File: src/rtl/dfr_pkg.sv
// ----------------------------------------------------------------------------
// dfr_pkg
// Shared constants and types of the dimmer frame receiver.
// ----------------------------------------------------------------------------
`default_nettype none

package dfr_pkg;

    // frame buffer size in bytes (8..127)
    localparam int BUFFER_BYTES = 64;

    localparam int POS_W  = 7;   // byte position in the open frame
    localparam int LEN_W  = 9;   // expected frame length, zero = no frame
    localparam int BYTE_W = 8;
    localparam int LVL_W  = 7;
    localparam int ST_W   = 2;

    localparam logic [BYTE_W-1:0] START_BYTE   = 8'hAA;
    localparam logic [LEN_W-1:0]  BASE_LENGTH  = 9'd7;
    localparam logic [LEN_W-1:0]  ACK_LIMIT    = 9'd8;
    localparam logic [POS_W-1:0]  LENGTH_INDEX = 7'd5;
    localparam logic [POS_W-1:0]  ON_INDEX     = 7'd6;
    localparam logic [POS_W-1:0]  LEVEL_INDEX  = 7'd7;
    localparam logic [POS_W-1:0]  SUM_FIRST    = 7'd2;
    localparam logic [BYTE_W-1:0] LEVEL_MAX    = 8'd100;
    localparam logic [POS_W-1:0]  BUFFER_POS   = POS_W'(BUFFER_BYTES);

    // status codes
    localparam logic [ST_W-1:0] ST_ACK      = 2'd0;
    localparam logic [ST_W-1:0] ST_STATE    = 2'd1;
    localparam logic [ST_W-1:0] ST_BADSUM   = 2'd2;
    localparam logic [ST_W-1:0] ST_OVERFLOW = 2'd3;

    // one frame report from the parser
    typedef struct packed {
        logic             emit;
        logic [ST_W-1:0]  status;
        logic             new_on;
        logic [LVL_W-1:0] new_level;
        logic             changed;
    } t_result;

endpackage

`default_nettype wire

File: src/rtl/dfr_parser.sv
// ----------------------------------------------------------------------------
// dfr_parser
// Frame state and combinational byte decode; reports at most one result per byte.
// ----------------------------------------------------------------------------
`default_nettype none

module dfr_parser (
    input  wire logic                       i_clk,
    input  wire logic                       i_rst_n,
    input  wire logic                       i_step,      // consume i_rx_byte now
    input  wire logic [dfr_pkg::BYTE_W-1:0] i_rx_byte,
    input  wire logic                       i_cur_on,
    input  wire logic [dfr_pkg::LVL_W-1:0]  i_cur_level,
    output dfr_pkg::t_result                o_result
);

    logic [dfr_pkg::POS_W-1:0]  r_pos,      n_pos;
    logic [dfr_pkg::LEN_W-1:0]  r_exp,      n_exp;
    logic [dfr_pkg::BYTE_W-1:0] r_sum,      n_sum;
    logic [dfr_pkg::BYTE_W-1:0] r_on_byte,  n_on_byte;
    logic [dfr_pkg::BYTE_W-1:0] r_lvl_byte, n_lvl_byte;

    logic [dfr_pkg::POS_W-1:0]  pos_inc;
    logic [dfr_pkg::LEN_W-1:0]  exp_upd;
    logic [dfr_pkg::LVL_W-1:0]  lvl_clamp;
    logic                       on_flag;

    always_comb begin
        pos_inc    = r_pos + 1'b1;
        exp_upd    = (r_pos == dfr_pkg::LENGTH_INDEX) ?
                     r_exp + {1'b0, i_rx_byte} : r_exp;
        n_on_byte  = (r_pos == dfr_pkg::ON_INDEX)    ? i_rx_byte : r_on_byte;
        n_lvl_byte = (r_pos == dfr_pkg::LEVEL_INDEX) ? i_rx_byte : r_lvl_byte;
        on_flag    = (n_on_byte != '0);
        lvl_clamp  = (n_lvl_byte > dfr_pkg::LEVEL_MAX) ?
                     dfr_pkg::LVL_W'(dfr_pkg::LEVEL_MAX) : n_lvl_byte[dfr_pkg::LVL_W-1:0];
    end

    always_comb begin
        n_pos    = r_pos;
        n_exp    = r_exp;
        n_sum    = r_sum;
        o_result = '0;
        if (i_rx_byte == dfr_pkg::START_BYTE) begin
            // start byte always reopens, dropping any open frame
            n_exp = dfr_pkg::BASE_LENGTH;
            n_pos = 7'd1;
            n_sum = '0;
        end else if (r_pos == dfr_pkg::BUFFER_POS) begin
            n_pos           = '0;
            n_exp           = '0;
            n_sum           = '0;
            o_result.emit   = 1'b1;
            o_result.status = dfr_pkg::ST_OVERFLOW;
        end else if (r_exp != '0) begin
            n_pos = pos_inc;
            n_exp = exp_upd;
            if ({2'b00, pos_inc} == exp_upd) begin
                // last byte is the checksum
                n_pos         = '0;
                n_exp         = '0;
                n_sum         = '0;
                o_result.emit = 1'b1;
                if (r_sum != i_rx_byte) begin
                    o_result.status = dfr_pkg::ST_BADSUM;
                end else if (exp_upd < dfr_pkg::ACK_LIMIT) begin
                    o_result.status = dfr_pkg::ST_ACK;
                end else begin
                    o_result.status    = dfr_pkg::ST_STATE;
                    o_result.new_on    = on_flag;
                    o_result.new_level = lvl_clamp;
                    o_result.changed   = (on_flag != i_cur_on) || (lvl_clamp != i_cur_level);
                end
            end else if (r_pos >= dfr_pkg::SUM_FIRST) begin
                n_sum = r_sum + i_rx_byte;
            end
        end
        if (!i_step) begin
            o_result.emit = 1'b0;
        end
    end

    always_ff @(posedge i_clk) begin
        if (!i_rst_n) begin
            r_pos      <= '0;
            r_exp      <= '0;
            r_sum      <= '0;
            r_on_byte  <= '0;
            r_lvl_byte <= '0;
        end else if (i_step) begin
            r_pos      <= n_pos;
            r_exp      <= n_exp;
            r_sum      <= n_sum;
            r_on_byte  <= n_on_byte;
            r_lvl_byte <= n_lvl_byte;
        end
    end

endmodule

`default_nettype wire

File: src/rtl/dimmer_frame_receiver.sv
// ----------------------------------------------------------------------------
// dimmer_frame_receiver
// Parses dimmer status frames from a byte stream into frame reports.
// ----------------------------------------------------------------------------
// Takes one received byte per request on the slave stream and emits at most
// one report per byte on the master stream. A byte 0xAA opens a new frame at
// any time; bytes outside a frame are dropped. The report gives an ack, a
// state frame (on, level clamped to 100, changed vs. the host's values), a
// checksum mismatch or a buffer overflow. Throughput is one byte per cycle
// while the output side is not stalled: the byte sits in the input register
// while the parser decodes it against the frame state, and the report lands
// in the output register. Only a full output register that is not being
// drained stalls the input side.
`default_nettype none

module dimmer_frame_receiver (
    input  wire logic        i_clk,
    input  wire logic        i_rst_n,
    // slave stream: received bytes
    input  wire logic        i_s_tvalid,
    output logic             o_s_tready,
    input  wire logic [15:0] i_s_tdata,   // [7:0] rx_byte, [8] current_on,
                                          // [15:9] current_level
    // master stream: frame reports
    output logic             o_m_tvalid,
    input  wire logic        i_m_tready,
    output logic [15:0]      o_m_tdata    // [1:0] status, [2] new_on,
                                          // [9:3] new_level, [10] changed,
                                          // [15:11] zero
);

    // input register
    logic                       r_in_valid;
    logic [dfr_pkg::BYTE_W-1:0] r_rx_byte;
    logic                       r_cur_on;
    logic [dfr_pkg::LVL_W-1:0]  r_cur_level;

    // output register
    logic             r_out_valid;
    dfr_pkg::t_result r_out;

    dfr_pkg::t_result parse_res;
    logic             out_free;
    logic             step;

    // output slot can take a new report this cycle
    assign out_free   = !r_out_valid || i_m_tready;
    assign step       = r_in_valid && out_free;
    assign o_s_tready = !r_in_valid || out_free;

    always_ff @(posedge i_clk) begin
        if (!i_rst_n) begin
            r_in_valid <= 1'b0;
        end else if (o_s_tready) begin
            r_in_valid <= i_s_tvalid;
        end
    end

    always_ff @(posedge i_clk) begin
        if (o_s_tready && i_s_tvalid) begin
            r_rx_byte   <= i_s_tdata[7:0];
            r_cur_on    <= i_s_tdata[8];
            r_cur_level <= i_s_tdata[15:9];
        end
    end

    dfr_parser u_parser (
        .i_clk       (i_clk),
        .i_rst_n     (i_rst_n),
        .i_step      (step),
        .i_rx_byte   (r_rx_byte),
        .i_cur_on    (r_cur_on),
        .i_cur_level (r_cur_level),
        .o_result    (parse_res)
    );

    always_ff @(posedge i_clk) begin
        if (!i_rst_n) begin
            r_out_valid <= 1'b0;
        end else if (out_free) begin
            r_out_valid <= parse_res.emit;
        end
    end

    always_ff @(posedge i_clk) begin
        if (out_free && parse_res.emit) begin
            r_out <= parse_res;
        end
    end

    assign o_m_tvalid = r_out_valid;
    assign o_m_tdata  = {5'b0_0000, r_out.changed, r_out.new_level,
                         r_out.new_on, r_out.status};

endmodule

`default_nettype wire

File: config.mk
export PLATFORM = sky130hd
export DESIGN_NAME = dimmer_frame_receiver
export DESIGN_NICKNAME = d
export VERILOG_FILES = /design/src/rtl/dfr_pkg.sv /design/src/rtl/dfr_parser.sv /design/src/rtl/dimmer_frame_receiver.sv
export SDC_FILE = /design/constraint.sdc
export NUM_CORES = 1
export LEC_CHECK = 0
export BUFFER_PORTS_ARGS = -buffer_cell sky130_fd_sc_hd__buf_2
export CORE_ASPECT_RATIO = 1.5
export CORE_MARGIN = 2
export CORE_UTILIZATION = 60
export CTS_CLUSTER_SIZE = 20
export DETAILED_ROUTE_END_ITERATION = 12
export PLACE_DENSITY_LB_ADDON = 0.2
export SLEW_MARGIN = 5
export SYNTH_ARGS = -nofsm -noshare
export SYNTH_HDL_FRONTEND = slang
export SYNTH_SLANG_ARGS = --single-unit
File: constraint.sdc
create_clock -name i_clk -period 5.1 [get_ports i_clk]
set_input_delay 0.255 -clock i_clk [delete_from_list [all_inputs] [get_ports i_clk]]
set_output_delay 0.255 -clock i_clk [all_outputs]
set_load 0.005 [all_outputs]
==> reports/results.ini <==
[layout]
stdcell_count=548
layout_commonest_cell=dfxtp_1
final_area_sq_um=4623
diodes=0
final_cell_mix=dfxtp_1 (42), nand2_1 (38), buf_2 (32)
nNetsFinal=506
syn2layout_area_growth_pct=8.581
nFillCells=566
drive_above_1_share=0.1511
final_util=0.6748

[detailed_routing]
dr.pass1.iters=5
via_per_inst=6.365
wl_um=10440
route.detailed.drc=0
vias=3488
wl_per_cell_um=19.05
drtIter0Drc=263
drtAntennaViolNets=0

[yosys]
synth_top_area_frac=0.1975
synth-edff-count=27
ys.warnings.count=0
synth_area_sq_um=4258
async_flop_share=0
syn_avg_cell_area_sq_um=9.677
synth_top_cell_by_area=dfxtp_1
synthCells=440
ys.flop_type=dfxtp_1
yosysSeqAreaShare=0.3879
synth_seq_cells=69
yosysUniqueCellTypes=67
synthTopCellsByArea=dfxtp_1 (20%), edfxtp_1 (19%), ha_1 (5.6%), mux2i_1 (3.5%), xnor2_1 (3.5%)

[placement]
gp_congestion=0.9882
dp_slack_ns=1.529
dpl-instance-area_sq_um=4402
port_buffers=32
place_inst=532
dp_hpwl_um=7534

[floorplanning]
die_h_um=107.2
die_x_um=72.78
row_count=37
start_util=0.6214
io_pins=38
dieArea_sq_um=7800
core_area_sq_um=6852

[timing]
tns_ns=0
min_period_ns=3.622
fin_ws_ns=1.478
whs_ns=0.06258
finalHoldViolations=0
finalMaxSlewViolations=0
rsz0062_at_grt=false
finClkSkew_ns=0.01210
slew_headroom=0.4368
setup_violations=0
period_share=0.7103
worst_slew_pin_slew_ns=0.8417
max_freq_ghz=0.2761

[grt]
grt_use_total=0.2855
overflow=0
antenna_found_initial=0
grt_max_degree=37
grt_pass1_vias=3418
grt_pass1_wl_um=16950

[pwr]
seqPwrFrac=0.508
p_switching_uw=297.9
p_per_area_nw_per_um2=257.3
swShare=0.2505
p_total_mw=1.189
internal_power_uw=891.5
peakVddDrop_mv=0.3341
p_comb_frac=0.063
clockPowerShare=0.429
p_leak_nw=1.708

[hold_path]
worstHoldPathCells=1
hold_path_class=input pin to flip-flop
min_to=r_rx_byte[3]$_DFFE_PP_
hp-start=i_s_tdata[3]

[clock_tree]
cts-root-buf=clkbuf_8
clkTransAtPathRegs_ns=0.08
ctsHoldBuffers=0
cts_buffer_depth=2
cts.repair.resized=0
clock_latency_ns=0.37
h-tree-depth=3
cts_tree=built
cts_buffers=9
post-cts-setup-buffer-count=0
cts_sinks=69

[setup_path]
end_kind=flip-flop
r2r_end=o_m_tdata[7]$_SDFFCE_PP0P_
critPathRequiredTime_ns=5.16
cp.arrival_ns=3.69
r2r_cells=12
r2r_slack_ns=1.48
worstSetupPathType=flip-flop to flip-flop
critPathLaunchType=flip-flop
critPathMaxFanout=22
reg2reg_from=r_rx_byte[0]$_DFFE_PP_

[outcome]
outcome=finished clean

[run]
max_cap_violations=0

## power groups by stage
| stage | clock network [mW] | registers [mW] | logic (mW) |
|---|---|---|---|
| 6_report | 0.510 | 0.604 | 0.0752 |
| 5_1_grt | 0.537 | 0.606 | 0.0835 |
| 4_1_cts | 0.515 | 0.604 | 0.0745 |
| 3_5_place_dp | 0 | 0.616 | 0.0738 |
| 3_3_place_gp | 0 | 0.616 | 0.0721 |
| 2_1_floorplan | 0 | 0.605 | 0.0609 |
## area by class of cell
cell class	instances	area, sq um	share of cell area
clock buffers	9	123.9	0.02679
clock inverters	7	97.59	0.02111
inverters	6	22.52	0.004871
multi-input cells	346	2462	0.5326
flip-flops and latches	69	1652	0.3572
well taps	78	97.59	0.02111
repair buffers	33	167.7	0.03627
## layer usage
metal | wire [um] | GRT usage
met1 | 4136 | 0.3418
met2 | 5421 | 0.4792
met3 | 457 | 0.05263
met4 | 422 | 0.1468
met5 | 0 | 0
## kinds of logic (layout without fill, tap and decap cells)
| kind of cell | Yosys count | count (layout) | share of synthesized area |
|---|---|---|---|
| muxes | 15 | 15 | 0.03526 |
| and+or+nand+nor | 160 | 160 | 0.2101 |
| adders and majority gates | 21 | 21 | 0.06524 |
| buffers and inverters | 29 | 55 | 0.03732 |
| xor gates and xnor gates | 25 | 25 | 0.05143 |
| DFF | 69 | 69 | 0.3879 |
| other | 1 | 5 | 0.0008807 |
| AOI/OAI and AO/OA | 120 | 120 | 0.2119 |
## cells in the mapped netlist (all sizes together), types with 8 or more instances
cell,instances
nand2,39
nor2,28
nor2b,13
nor3,17
xor2,8
a21oi,24
clkbuf,12
xnor2,17
nor4,10
ha,19
o31ai,11
buf,11
o21ai,28
a21boi,8
dfxtp,42
edfxtp,27
mux2i,15
nand3,16
## registers in the layout (all words and copies together) (netlist names)
register / cells
r_rx_byte: 8
u_parser.r_on_byte: 8
o_m_tdata: 11
u_parser.r_lvl_byte: 8
r_cur_level: 7
u_parser.r_pos: 7
o_m_tvalid: 1
u_parser.r_exp: 9
r_in_valid: 1
r_cur_on: 1
u_parser.r_sum: 8
## critical path, cell delays in order, from the launching register on
cell	delay (ns)
edfxtp_1	0.56
ha_1	0.22
inv_1	0.05
fa_1	0.38
nor2b_1	0.27
o21ai_0	0.12
a21oi_1	0.24
xor2_1	0.21
o211ai_1	0.09
and4bb_4	0.60
nand2_4	0.10
a211oi_1	0.24
buf_4	0.24
## worst max path at each step
stage	startpoint	end	slack, ns
floorplan	r_rx_byte[0]$_DFFE_PP_	o_m_tdata[0]$_SDFFCE_PN0P_	1.32
global placement	r_rx_byte[0]$_DFFE_PP_	o_m_tdata[8]$_SDFFCE_PP0P_	1.62
detailed placement	r_rx_byte[0]$_DFFE_PP_	o_m_tdata[9]$_SDFFCE_PP0P_	1.53
CTS	r_rx_byte[0]$_DFFE_PP_	o_m_tdata[7]$_SDFFCE_PP0P_	1.52
global route	r_rx_byte[0]$_DFFE_PP_	o_m_tdata[7]$_SDFFCE_PP0P_	1.16
finish	r_rx_byte[0]$_DFFE_PP_	o_m_tdata[7]$_SDFFCE_PP0P_	1.48
Note: power is estimated with default switching activity, not from simulation.
